[src/design/assert_macros.svh]
// Assertion helpers for the files that check their own logic.
`ifndef ASSERT_MACROS_SVH
`define ASSERT_MACROS_SVH

// Same-cycle implication, switched off while reset is high.
`define FBLA_ASSERT_IMPLIES(label, clk, rst, cond, expr) \
   label: assert property (@(posedge clk) disable iff (rst) (cond) |-> (expr)) \
      else $error("assertion failed: implication");

// Next-cycle implication, switched off while reset is high.
`define FBLA_ASSERT_NEXT(label, clk, rst, cond, expr) \
   label: assert property (@(posedge clk) disable iff (rst) (cond) |=> (expr)) \
      else $error("assertion failed: next-cycle implication");

`endif

[src/design/fbla_pkg.sv]
`default_nettype none

package fbla_pkg;

   localparam int SampleBitsDefault = 16;
   localparam int TimeBitsDefault   = 32;
   localparam int NumBands          = 4;
   localparam int HystBits          = 15;
   localparam int DelayBits         = 16;
   localparam int FlagsBits         = 8;
   localparam int CsrAddrBits       = 5;
   localparam int CsrDataBits       = 32;
   localparam int RspDataBits       = 16;

   localparam logic CmdEvaluate    = 1'b0;
   localparam logic CmdAcknowledge = 1'b1;

   localparam logic [2:0] RegLoloLimit  = 3'd0;
   localparam logic [2:0] RegLoLimit    = 3'd1;
   localparam logic [2:0] RegHiLimit    = 3'd2;
   localparam logic [2:0] RegHihiLimit  = 3'd3;
   localparam logic [2:0] RegHysteresis = 3'd4;
   localparam logic [2:0] RegOnDelay    = 3'd5;
   localparam logic [2:0] RegOffDelay   = 3'd6;
   localparam logic [2:0] RegBandFlags  = 3'd7;

   localparam logic [1:0] SevNone       = 2'd0;
   localparam logic [1:0] SevDiagnostic = 2'd1;
   localparam logic [1:0] SevWarning    = 2'd2;
   localparam logic [1:0] SevAlarm      = 2'd3;

   typedef struct packed {
      logic valid;
      logic ack_cmd;
      logic may_trip;
      logic faulted;
   } fbla_ctl_type;

   typedef struct packed {
      logic [NumBands-1:0] active;
      logic [NumBands-1:0] latched;
      logic [NumBands-1:0] acked;
   } fbla_masks_type;

   typedef struct packed {
      logic [HystBits-1:0]  hysteresis;
      logic [DelayBits-1:0] on_delay;
      logic [DelayBits-1:0] off_delay;
      logic [FlagsBits-1:0] band_flags;
   } fbla_shared_cfg_type;

   typedef struct packed {
      logic [HystBits-1:0]  hysteresis;
      logic [DelayBits-1:0] on_delay;
      logic [DelayBits-1:0] off_delay;
      logic                 enable;
      logic                 latching;
   } fbla_band_cfg_type;

endpackage

`default_nettype wire

[src/design/four_band_limit_alarm_core.sv]
// Channel   Ports          Direction  Contents
// request   req_t*         in         tdata: sample, timestamp, armed, faulted; tuser: command
// response  rsp_t*         out        tdata: masks, warning, alarm, severity
// control   csr_p*         in/out     APB-style register port, eight registers
//
// Each transaction walks a row of four band cells, one register per cell, so its result is
// presented by the output register of the last cell; with the response side ready one
// request is taken every cycle.
// The pipeline depth is set by the number of band cells.
// Reset is synchronous and active high; it clears all band state and the CSR registers.
// A stalled response freezes the whole row, and the request side then drops tready.
`default_nettype none
`include "assert_macros.svh"

module four_band_limit_alarm_core
   import fbla_pkg::*;
#(
   parameter int SAMPLE_BITS = SampleBitsDefault,
   parameter int TIME_BITS   = TimeBitsDefault,
   localparam int ReqDataBits = ((SAMPLE_BITS + TIME_BITS + 2 + 7) / 8) * 8
) (
   input  wire logic                   clock,
   input  wire logic                   reset,
   // Request: tdata from bit 0 up holds sample_value, time_ms, armed, sensor_faulted,
   // then zero padding to whole bytes.
   input  wire logic                   req_tvalid,
   output logic                        req_tready,
   input  wire logic [ReqDataBits-1:0] req_tdata,
   // Request: tuser holds command (evaluate or acknowledge).
   input  wire logic [0:0]             req_tuser,
   // Response: tdata from bit 0 up holds active_mask, latched_mask, acked_mask,
   // warning, alarm, severity.
   output logic                        rsp_tvalid,
   input  wire logic                   rsp_tready,
   output logic      [RspDataBits-1:0] rsp_tdata,
   // Configuration port.
   input  wire logic                   csr_psel,
   input  wire logic                   csr_penable,
   input  wire logic                   csr_pwrite,
   input  wire logic [CsrAddrBits-1:0] csr_paddr,
   input  wire logic [CsrDataBits-1:0] csr_pwdata,
   output logic      [CsrDataBits-1:0] csr_prdata,
   output logic                        csr_pready
);

   localparam int TimeLsb     = SAMPLE_BITS;
   localparam int ArmedBit    = SAMPLE_BITS + TIME_BITS;
   localparam int FaultBit    = SAMPLE_BITS + TIME_BITS + 1;

   logic [SAMPLE_BITS-1:0] limit [NumBands];
   fbla_shared_cfg_type    shared_cfg;
   fbla_band_cfg_type      band_cfg [NumBands];

   // Link k feeds cell k; link NumBands is the output register of the last cell.
   fbla_ctl_type           link_ctl    [NumBands+1];
   logic [SAMPLE_BITS-1:0] link_sample [NumBands+1];
   logic [TIME_BITS-1:0]   link_time   [NumBands+1];
   fbla_masks_type         link_masks  [NumBands+1];

   logic                   advance;
   logic                   armed;
   logic                   faulted;
   fbla_masks_type         final_masks;
   logic [NumBands-1:0]    either;
   logic                   warning;
   logic                   alarm;
   logic [1:0]             severity;
   logic                   ack_out;
   logic                   ack_masks_ok;

   fbla_csr #(
      .SAMPLE_BITS (SAMPLE_BITS)
   ) u_csr (
      .clock       (clock),
      .reset       (reset),
      .csr_psel    (csr_psel),
      .csr_penable (csr_penable),
      .csr_pwrite  (csr_pwrite),
      .csr_paddr   (csr_paddr),
      .csr_pwdata  (csr_pwdata),
      .csr_prdata  (csr_prdata),
      .csr_pready  (csr_pready),
      .limit       (limit),
      .shared_cfg  (shared_cfg)
   );

   // The row moves as one: whenever the output register is free or being emptied.
   assign advance    = !link_ctl[NumBands].valid || rsp_tready;
   assign req_tready = advance;

   assign armed   = req_tdata[ArmedBit];
   assign faulted = req_tdata[FaultBit];

   always_comb begin
      link_ctl[0].valid    = req_tvalid;
      link_ctl[0].ack_cmd  = req_tuser[0];
      link_ctl[0].may_trip = armed && !faulted;
      link_ctl[0].faulted  = faulted;
      link_sample[0]       = req_tdata[SAMPLE_BITS-1:0];
      link_time[0]         = req_tdata[TimeLsb +: TIME_BITS];
      link_masks[0]        = '0;
   end

   for (genvar b = 0; b < NumBands; b++) begin : g_band
      always_comb begin
         band_cfg[b].hysteresis = shared_cfg.hysteresis;
         band_cfg[b].on_delay   = shared_cfg.on_delay;
         band_cfg[b].off_delay  = shared_cfg.off_delay;
         band_cfg[b].enable     = shared_cfg.band_flags[b];
         band_cfg[b].latching   = shared_cfg.band_flags[b+NumBands];
      end

      // The low bands (LoLo, Lo) trip at or below their limit, the high ones at or above.
      fbla_cell #(
         .SAMPLE_BITS (SAMPLE_BITS),
         .TIME_BITS   (TIME_BITS),
         .BAND        (b),
         .HIGH_SIDE   (b >= 2)
      ) u_cell (
         .clock      (clock),
         .reset      (reset),
         .advance    (advance),
         .cfg        (band_cfg[b]),
         .limit      (limit[b]),
         .in_ctl     (link_ctl[b]),
         .in_sample  (link_sample[b]),
         .in_time    (link_time[b]),
         .in_masks   (link_masks[b]),
         .out_ctl    (link_ctl[b+1]),
         .out_sample (link_sample[b+1]),
         .out_time   (link_time[b+1]),
         .out_masks  (link_masks[b+1])
      );
   end

   // Roll-ups are formed from the final masks, which already reflect every band's update.
   assign final_masks = link_masks[NumBands];
   assign either      = final_masks.active | final_masks.latched;
   assign warning     = either[1] || either[2];
   assign alarm       = either[0] || either[3];

   always_comb begin
      if (alarm) begin
         severity = SevAlarm;
      end else if (warning) begin
         severity = SevWarning;
      end else if (link_ctl[NumBands].faulted) begin
         severity = SevDiagnostic;
      end else begin
         severity = SevNone;
      end
   end

   assign rsp_tvalid = link_ctl[NumBands].valid;
   assign rsp_tdata  = {severity, alarm, warning,
                        final_masks.acked, final_masks.latched, final_masks.active};

   assign ack_out      = rsp_tvalid && (link_ctl[NumBands].ack_cmd == CmdAcknowledge);
   assign ack_masks_ok = ((final_masks.latched & ~final_masks.active) == '0) &&
                         ((final_masks.latched & ~final_masks.acked) == '0);

   // After an acknowledge, every remaining latch belongs to an active, acknowledged band.
   `FBLA_ASSERT_IMPLIES(a_ack_result, clock, reset, ack_out, ack_masks_ok)

   // A held row never loses a transaction from any of its stages.
   for (genvar k = 1; k <= NumBands; k++) begin : g_hold_check
      `FBLA_ASSERT_NEXT(a_stage_holds, clock, reset, link_ctl[k].valid && !advance, link_ctl[k].valid)
   end

endmodule

`default_nettype wire

[src/design/fbla_csr.sv]
`default_nettype none

module fbla_csr
   import fbla_pkg::*;
#(
   parameter int SAMPLE_BITS = SampleBitsDefault
) (
   input  wire logic                   clock,
   input  wire logic                   reset,
   input  wire logic                   csr_psel,
   input  wire logic                   csr_penable,
   input  wire logic                   csr_pwrite,
   input  wire logic [CsrAddrBits-1:0] csr_paddr,
   input  wire logic [CsrDataBits-1:0] csr_pwdata,
   output logic      [CsrDataBits-1:0] csr_prdata,
   output logic                        csr_pready,
   output logic      [SAMPLE_BITS-1:0] limit [NumBands],
   output fbla_shared_cfg_type         shared_cfg
);

   logic [SAMPLE_BITS-1:0] limit_ff [NumBands];
   fbla_shared_cfg_type    cfg_ff;
   logic [2:0]             index;
   logic                   write_strobe;

   assign csr_pready   = 1'b1;
   assign index        = csr_paddr[4:2];
   assign write_strobe = csr_psel && csr_penable && csr_pwrite && csr_pready;

   always_ff @(posedge clock) begin
      if (reset) begin
         for (int i = 0; i < NumBands; i++) begin
            limit_ff[i] <= '0;
         end
         cfg_ff <= '0;
      end else if (write_strobe) begin
         unique case (index)
            RegLoloLimit:  limit_ff[0] <= csr_pwdata[SAMPLE_BITS-1:0];
            RegLoLimit:    limit_ff[1] <= csr_pwdata[SAMPLE_BITS-1:0];
            RegHiLimit:    limit_ff[2] <= csr_pwdata[SAMPLE_BITS-1:0];
            RegHihiLimit:  limit_ff[3] <= csr_pwdata[SAMPLE_BITS-1:0];
            RegHysteresis: cfg_ff.hysteresis <= csr_pwdata[HystBits-1:0];
            RegOnDelay:    cfg_ff.on_delay   <= csr_pwdata[DelayBits-1:0];
            RegOffDelay:   cfg_ff.off_delay  <= csr_pwdata[DelayBits-1:0];
            RegBandFlags:  cfg_ff.band_flags <= csr_pwdata[FlagsBits-1:0];
            default:       cfg_ff <= cfg_ff;
         endcase
      end
   end

   always_comb begin
      unique case (index)
         RegLoloLimit:  csr_prdata = CsrDataBits'(limit_ff[0]);
         RegLoLimit:    csr_prdata = CsrDataBits'(limit_ff[1]);
         RegHiLimit:    csr_prdata = CsrDataBits'(limit_ff[2]);
         RegHihiLimit:  csr_prdata = CsrDataBits'(limit_ff[3]);
         RegHysteresis: csr_prdata = CsrDataBits'(cfg_ff.hysteresis);
         RegOnDelay:    csr_prdata = CsrDataBits'(cfg_ff.on_delay);
         RegOffDelay:   csr_prdata = CsrDataBits'(cfg_ff.off_delay);
         RegBandFlags:  csr_prdata = CsrDataBits'(cfg_ff.band_flags);
         default:       csr_prdata = '0;
      endcase
   end

   assign limit      = limit_ff;
   assign shared_cfg = cfg_ff;

endmodule

`default_nettype wire

[src/design/fbla_cell.sv]
`default_nettype none

module fbla_cell
   import fbla_pkg::*;
#(
   parameter int SAMPLE_BITS = SampleBitsDefault,
   parameter int TIME_BITS   = TimeBitsDefault,
   parameter int BAND        = 0,
   parameter bit HIGH_SIDE   = 1'b0
) (
   input  wire logic                   clock,
   input  wire logic                   reset,
   input  wire logic                   advance,
   input  wire fbla_band_cfg_type      cfg,
   input  wire logic [SAMPLE_BITS-1:0] limit,
   input  wire fbla_ctl_type           in_ctl,
   input  wire logic [SAMPLE_BITS-1:0] in_sample,
   input  wire logic [TIME_BITS-1:0]   in_time,
   input  wire fbla_masks_type         in_masks,
   output fbla_ctl_type                out_ctl,
   output logic      [SAMPLE_BITS-1:0] out_sample,
   output logic      [TIME_BITS-1:0]   out_time,
   output fbla_masks_type              out_masks
);

   // Wide enough that limit plus or minus the hysteresis never wraps.
   localparam int CmpBits = ((SAMPLE_BITS > HystBits) ? SAMPLE_BITS : HystBits) + 2;

   logic                   raw_ff, raw_in;
   logic                   active_ff, active_in;
   logic                   latch_ff, latch_in;
   logic                   ack_ff, ack_in;
   logic [TIME_BITS-1:0]   change_time_ff, change_time_in;

   fbla_ctl_type           out_ctl_ff;
   logic [SAMPLE_BITS-1:0] out_sample_ff;
   logic [TIME_BITS-1:0]   out_time_ff;
   fbla_masks_type         out_masks_ff, out_masks_in;

   logic signed [CmpBits-1:0] value_ext;
   logic signed [CmpBits-1:0] limit_ext;
   logic signed [CmpBits-1:0] hyst_ext;
   logic signed [CmpBits-1:0] threshold;
   logic                      raw_now;
   logic                      changed;
   logic [TIME_BITS-1:0]      elapsed;
   logic [TIME_BITS-1:0]      on_delay_ext;
   logic [TIME_BITS-1:0]      off_delay_ext;

   assign value_ext = signed'({{(CmpBits-SAMPLE_BITS){in_sample[SAMPLE_BITS-1]}}, in_sample});
   assign limit_ext = signed'({{(CmpBits-SAMPLE_BITS){limit[SAMPLE_BITS-1]}}, limit});
   assign hyst_ext  = active_ff ? signed'({{(CmpBits-HystBits){1'b0}}, cfg.hysteresis})
                                : '0;

   // The clear threshold moves away from the limit while the band is active.
   assign threshold = HIGH_SIDE ? (limit_ext - hyst_ext) : (limit_ext + hyst_ext);
   assign raw_now   = HIGH_SIDE ? (value_ext >= threshold) : (value_ext <= threshold);
   assign changed   = raw_now != raw_ff;
   assign elapsed   = changed ? '0 : (in_time - change_time_ff);

   assign on_delay_ext  = {{(TIME_BITS-DelayBits){1'b0}}, cfg.on_delay};
   assign off_delay_ext = {{(TIME_BITS-DelayBits){1'b0}}, cfg.off_delay};

   always_comb begin
      raw_in         = raw_ff;
      active_in      = active_ff;
      latch_in       = latch_ff;
      ack_in         = ack_ff;
      change_time_in = change_time_ff;
      if (in_ctl.valid && advance) begin
         if (in_ctl.ack_cmd == CmdEvaluate) begin
            if (!cfg.enable) begin
               raw_in    = 1'b0;
               active_in = 1'b0;
               latch_in  = 1'b0;
            end else begin
               raw_in = raw_now;
               if (changed) begin
                  change_time_in = in_time;
               end
               if (raw_now && !active_ff) begin
                  if (in_ctl.may_trip && (elapsed >= on_delay_ext)) begin
                     active_in = 1'b1;
                     if (cfg.latching) begin
                        latch_in = 1'b1;
                        ack_in   = 1'b0;
                     end
                  end
               end else if (!raw_now && active_ff) begin
                  if (elapsed >= off_delay_ext) begin
                     active_in = 1'b0;
                  end
               end
            end
         end else begin
            ack_in   = ack_ff | latch_ff;
            latch_in = latch_ff & active_ff;
         end
      end
   end

   always_comb begin
      out_masks_in               = in_masks;
      out_masks_in.active[BAND]  = active_in;
      out_masks_in.latched[BAND] = latch_in;
      out_masks_in.acked[BAND]   = ack_in;
   end

   always_ff @(posedge clock) begin
      if (reset) begin
         raw_ff         <= 1'b0;
         active_ff      <= 1'b0;
         latch_ff       <= 1'b0;
         ack_ff         <= 1'b0;
         change_time_ff <= '0;
         out_ctl_ff     <= '0;
      end else begin
         raw_ff         <= raw_in;
         active_ff      <= active_in;
         latch_ff       <= latch_in;
         ack_ff         <= ack_in;
         change_time_ff <= change_time_in;
         if (advance) begin
            out_ctl_ff <= in_ctl;
         end
      end
   end

   always_ff @(posedge clock) begin
      if (advance) begin
         out_sample_ff <= in_sample;
         out_time_ff   <= in_time;
         out_masks_ff  <= out_masks_in;
      end
   end

   assign out_ctl    = out_ctl_ff;
   assign out_sample = out_sample_ff;
   assign out_time   = out_time_ff;
   assign out_masks  = out_masks_ff;

endmodule

`default_nettype wire
[config.mk]
export PLATFORM = sky130hd
export DESIGN_NAME = four_band_limit_alarm_core
export DESIGN_NICKNAME = d
export VERILOG_FILES = /design/src/design/fbla_pkg.sv /design/src/design/four_band_limit_alarm_core.sv /design/src/design/fbla_csr.sv /design/src/design/fbla_cell.sv
export VERILOG_INCLUDE_DIRS = /design/src /design/src/design
export SDC_FILE = /design/constraint.sdc
export NUM_CORES = 1
export LEC_CHECK = 0
export BUFFER_PORTS_ARGS = -buffer_cell sky130_fd_sc_hd__buf_2
export CAP_MARGIN = 20
export CORE_AREA = 3 3 314 316
export CTS_BUF_LIST = sky130_fd_sc_hd__clkbuf_2
export DETAILED_ROUTE_END_ITERATION = 8
export DIE_AREA = 0 0 317 319
export PLACE_DENSITY = 0.53
export RECOVER_POWER = 50
export SYNTH_ARGS = -nofsm -noshare
export SYNTH_HDL_FRONTEND = slang
export SYNTH_SLANG_ARGS = --single-unit
[constraint.sdc]
create_clock -name clock -period 9.2 [get_ports clock]
set_input_delay 0.92 -clock clock [delete_from_list [all_inputs] [get_ports clock]]
set_output_delay 0.92 -clock clock [all_outputs]
set_load 0.005 [all_outputs]
==> results.yml <==
setup_path:
  critPathArrivalTime_ns: 9.48
  critPathLaunchType: "register"
  critPathRequiredTime_ns: 10.33
  cp_max_fo: 20
  critPathMostFrequentCell: "a21oi_1"
  r2r_start: "g_band[2].u_cell.active_ff"
  critPathKind: "reg2reg"
  cpMaxStageDelayCell: "dfxtp_1"
  crit_path_start: "g_band[2].u_cell.active_ff"
  cp-end-kind: "register"
  critPathMaxStageDelay_ns: 0.78
die:
  start_util_pct: 32.9
  ioPinCount: 152
  die-area_um2: 101000
  die_x_um: 317
  die_h_um: 319
  core-area_um2: 96300
  num_rows: 114
timing:
  final.setup.tns_ns: 0
  timing.fmax_mhz: 120
  post-route-worst-setup-slack_ns: 0.847
  slew_headroom_pct: -290
  rsz0062_at_grt: "no"
  setup-violations-final: 0
  final-hold-violation-count: 0
  period_share_pct: 90.8
  fin_crit_ns: 8.35
  worstMarginPinSlew_ns: 5.85
  slew_viol_final: 355
  fin_skew_ns: 0.110
clock_network:
  numClockSinks: 451
  htreeDepth: 4
  cts_resized: 0
  cts_tree: "done"
  post_cts_buffers: 0
  cts_root_buffer: "clkbuf_2"
  cts_buffer_depth: 3
  clk_pin_slew_ns: 0.12
  clk_latency_ns: 1.39
  numCtsBuffers: 131
synth:
  ys_ff_latch: 451
  synth_edf_count: 174
  yosysTopAreaCellShare_pct: 17.5
  synthArstFlopShare_pct: 0
  synth_flop_cell: "dfxtp_1"
  synthCells: 3851
  ys_seq_area_share_pct: 34.0
  yosysTopAreaCell: "dfxtp_1"
  synth.area.top_cells: "dfxtp_1 (18%), edfxtp_1 (17%), ha_1 (15%), nand2_1 (8.4%), a21oi_1 (7.6%)"
  ys_types: 94
  ys_warn_count: 0
  synthesis.area_um2: 31700
  syn_area_per_cell_um2: 8.22
cells_and_area:
  nets: 4517
  design_area_um2: 35300
  drive_above_1_share_pct: 8.84
  synthToLayoutAreaGrowth_pct: 11.6
  layout_common_cells: "nand2_1 (705), a21oi_1 (481), ha_1 (372)"
  final_common_cell: "nand2_1"
  multi_input_area_um2: 19300
  final_cells: 5418
  register_area_um2: 10800
  fillers: 10185
global_route:
  grt_max_degree: 117
  grt_pass1_vias: 26615
  grt_antenna_before_repair: 1
  grt_pass1_wl_um: 156000
  grt_overflow_total: 0
  track_usage_pct: 20.0
drt:
  wirelength_um: 102000
  vias_per_cell: 5.23
  drtIter0Drc: 2343
  met2WireLength_um: 43700
  num_vias: 28345
  wl_met1_um: 49000
  firstDrtPassIters: 6
  met3_length_um: 6770
  detail-route-antenna-nets: 0
  highest_layer: "met4"
  drcViolationCount: 0
  post_drt_wl_per_cell_um: 18.8
place:
  preCtsSetupSlack_ns: 1.02
  placed_area_um2: 33400
  place_inst: 5103
  place_congestion: 0.888
  hpwl_um: 77400
  io_buffers: 110
power_and_ir_drop:
  p_switching_mw: 1.57
  intPower_mw: 3.22
  sw_frac_of_total_pct: 32.8
  combPwrFrac_pct: 19.9
  powerDensity_nw_per_um2: 136
  vdd_drop_max_uv: 101
  pwr-share-clk_pct: 34.5
  leakage_nw: 13.6
  power_frac_seq_pct: 45.6
status:
  violations: "capacitance limit, slew limit"
  status: "finished, violations left"
worst_hold_path:
  hold_start: "req_tdata[9]"
  hold_path.class: "in2reg"
flow_run:
  cap_violations: 5
-- final cells by class --
cell class | count | share of cell area (%)
Multi-Input combinational cell | 2985 | 54.5
Sequential cell | 451 | 30.5
Tap cell | 1276 | 4.52
Timing Repair Buffer | 213 | 4.07
Clock buffer | 193 | 2.73
Inverter | 254 | 2.70
Clock inverter | 43 | 0.928
Antenna cell | 3 | 0.0213
-- registers in the layout, indices dropped and copies added, names as in the netlist --
name	cells
g_band.u_cell.active_ff	4
g_band.u_cell.raw_ff	4
g_band.u_cell.latch_ff	4
g_band.u_cell.out_time	96
g_band.u_cell.out_masks	30
g_band.u_cell.ack_ff	4
u_csr.shared_cfg	55
g_band.u_cell.change_time_ff	128
g_band.u_cell.out_sample	48
u_csr.limit	64
g_band.u_cell.out_ctl	14
-- cell families after synthesis --
kind of cell	share of synthesized area [%]
xor gates and xnor gates	3.60
adders and majority gates	15.3
AOI/OAI and AO/OA	20.9
other	0.0237
muxes	1.70
and+or+nand+nor	19.1
DFF	34.0
buffers and inverters	5.40
-- per-stage QoR --
| stage | hold WS [ns] | power [mW] | util, % |
|---|---|---|---|
| after floorplan | 0.400 | 2.87 | - |
| after global placement | 0.404 | 3.14 | 34.6 |
| after detailed placement | 0.405 | 3.15 | 34.6 |
| after CTS | 0.0994 | 4.85 | 36.8 |
| after global routing | 0.263 | 5.08 | 36.7 |
| final | 0.326 | 4.79 | 36.7 |
-- worst max-delay path: cells and delay by family, from the launching register on --
family	cells	cell delay, ns
buffers and inverters	2	0.34
XOR/XNOR	1	0.26
AO/OA/AOI/OAI	19	3.78
adder cells (fa/ha/maj)	4	1.23
AND/OR/NAND/NOR	10	1.74
flip-flops	1	0.78
-- metal layers --
| layer | up-vias | GRT usage (%) |
|---|---|---|
| met1 | 13187 | 29.2 |
| met5 | - | 0 |
| met4 | 0 | 6.41 |
| met2 | 855 | 29.8 |
| li1 | 14136 | - |
| met3 | 167 | 3.18 |
-- power by group through the flow --
stage	combinational (mW)	clock (mW)	sequential, mW
finish	0.954	1.65	2.19
global route	1.07	1.82	2.19
CTS	0.948	1.72	2.18
detailed placement	0.918	0	2.23
global placement	0.912	0	2.23
floorplan	0.676	0	2.20
-- final timing paths --
| path | end | slack (ns) | cells past startpoint |
|---|---|---|---|
| hold reg to reg | g_band[1].u_cell.out_masks[8] | 0.42 | 0 |
| hold / removal | g_band[0].u_cell.out_sample[9] | 0.33 | 2 |
| setup reg to reg | g_band[2].u_cell.active_ff | 0.85 | 36 |
| setup / recovery | g_band[2].u_cell.active_ff | 0.85 | 36 |
-- timing repair --
action                                  in CTS  in global routing
hold buffers                                74                  0
hold endpoints to repair                   219                  0
endpoints found under the setup margin       0                  0
-- cell usage after synthesis (34+ instances only) --
library cell and number:
nand2_1 705, a21oi_1 481, ha_1 372, dfxtp_1 277, inv_1 253, nor2_1 230, edfxtp_1 174, o21ai_0 143
clkbuf_1 132, a21o_1 90, xnor2_1 77, nand3_1 72, nor3_1 60, xor2_1 53, nand4_1 52, and2_1 44
nor2b_1 39, nand2b_1 34, o21a_1 34
No activity file was read; power rests on OpenSTA's default activity.
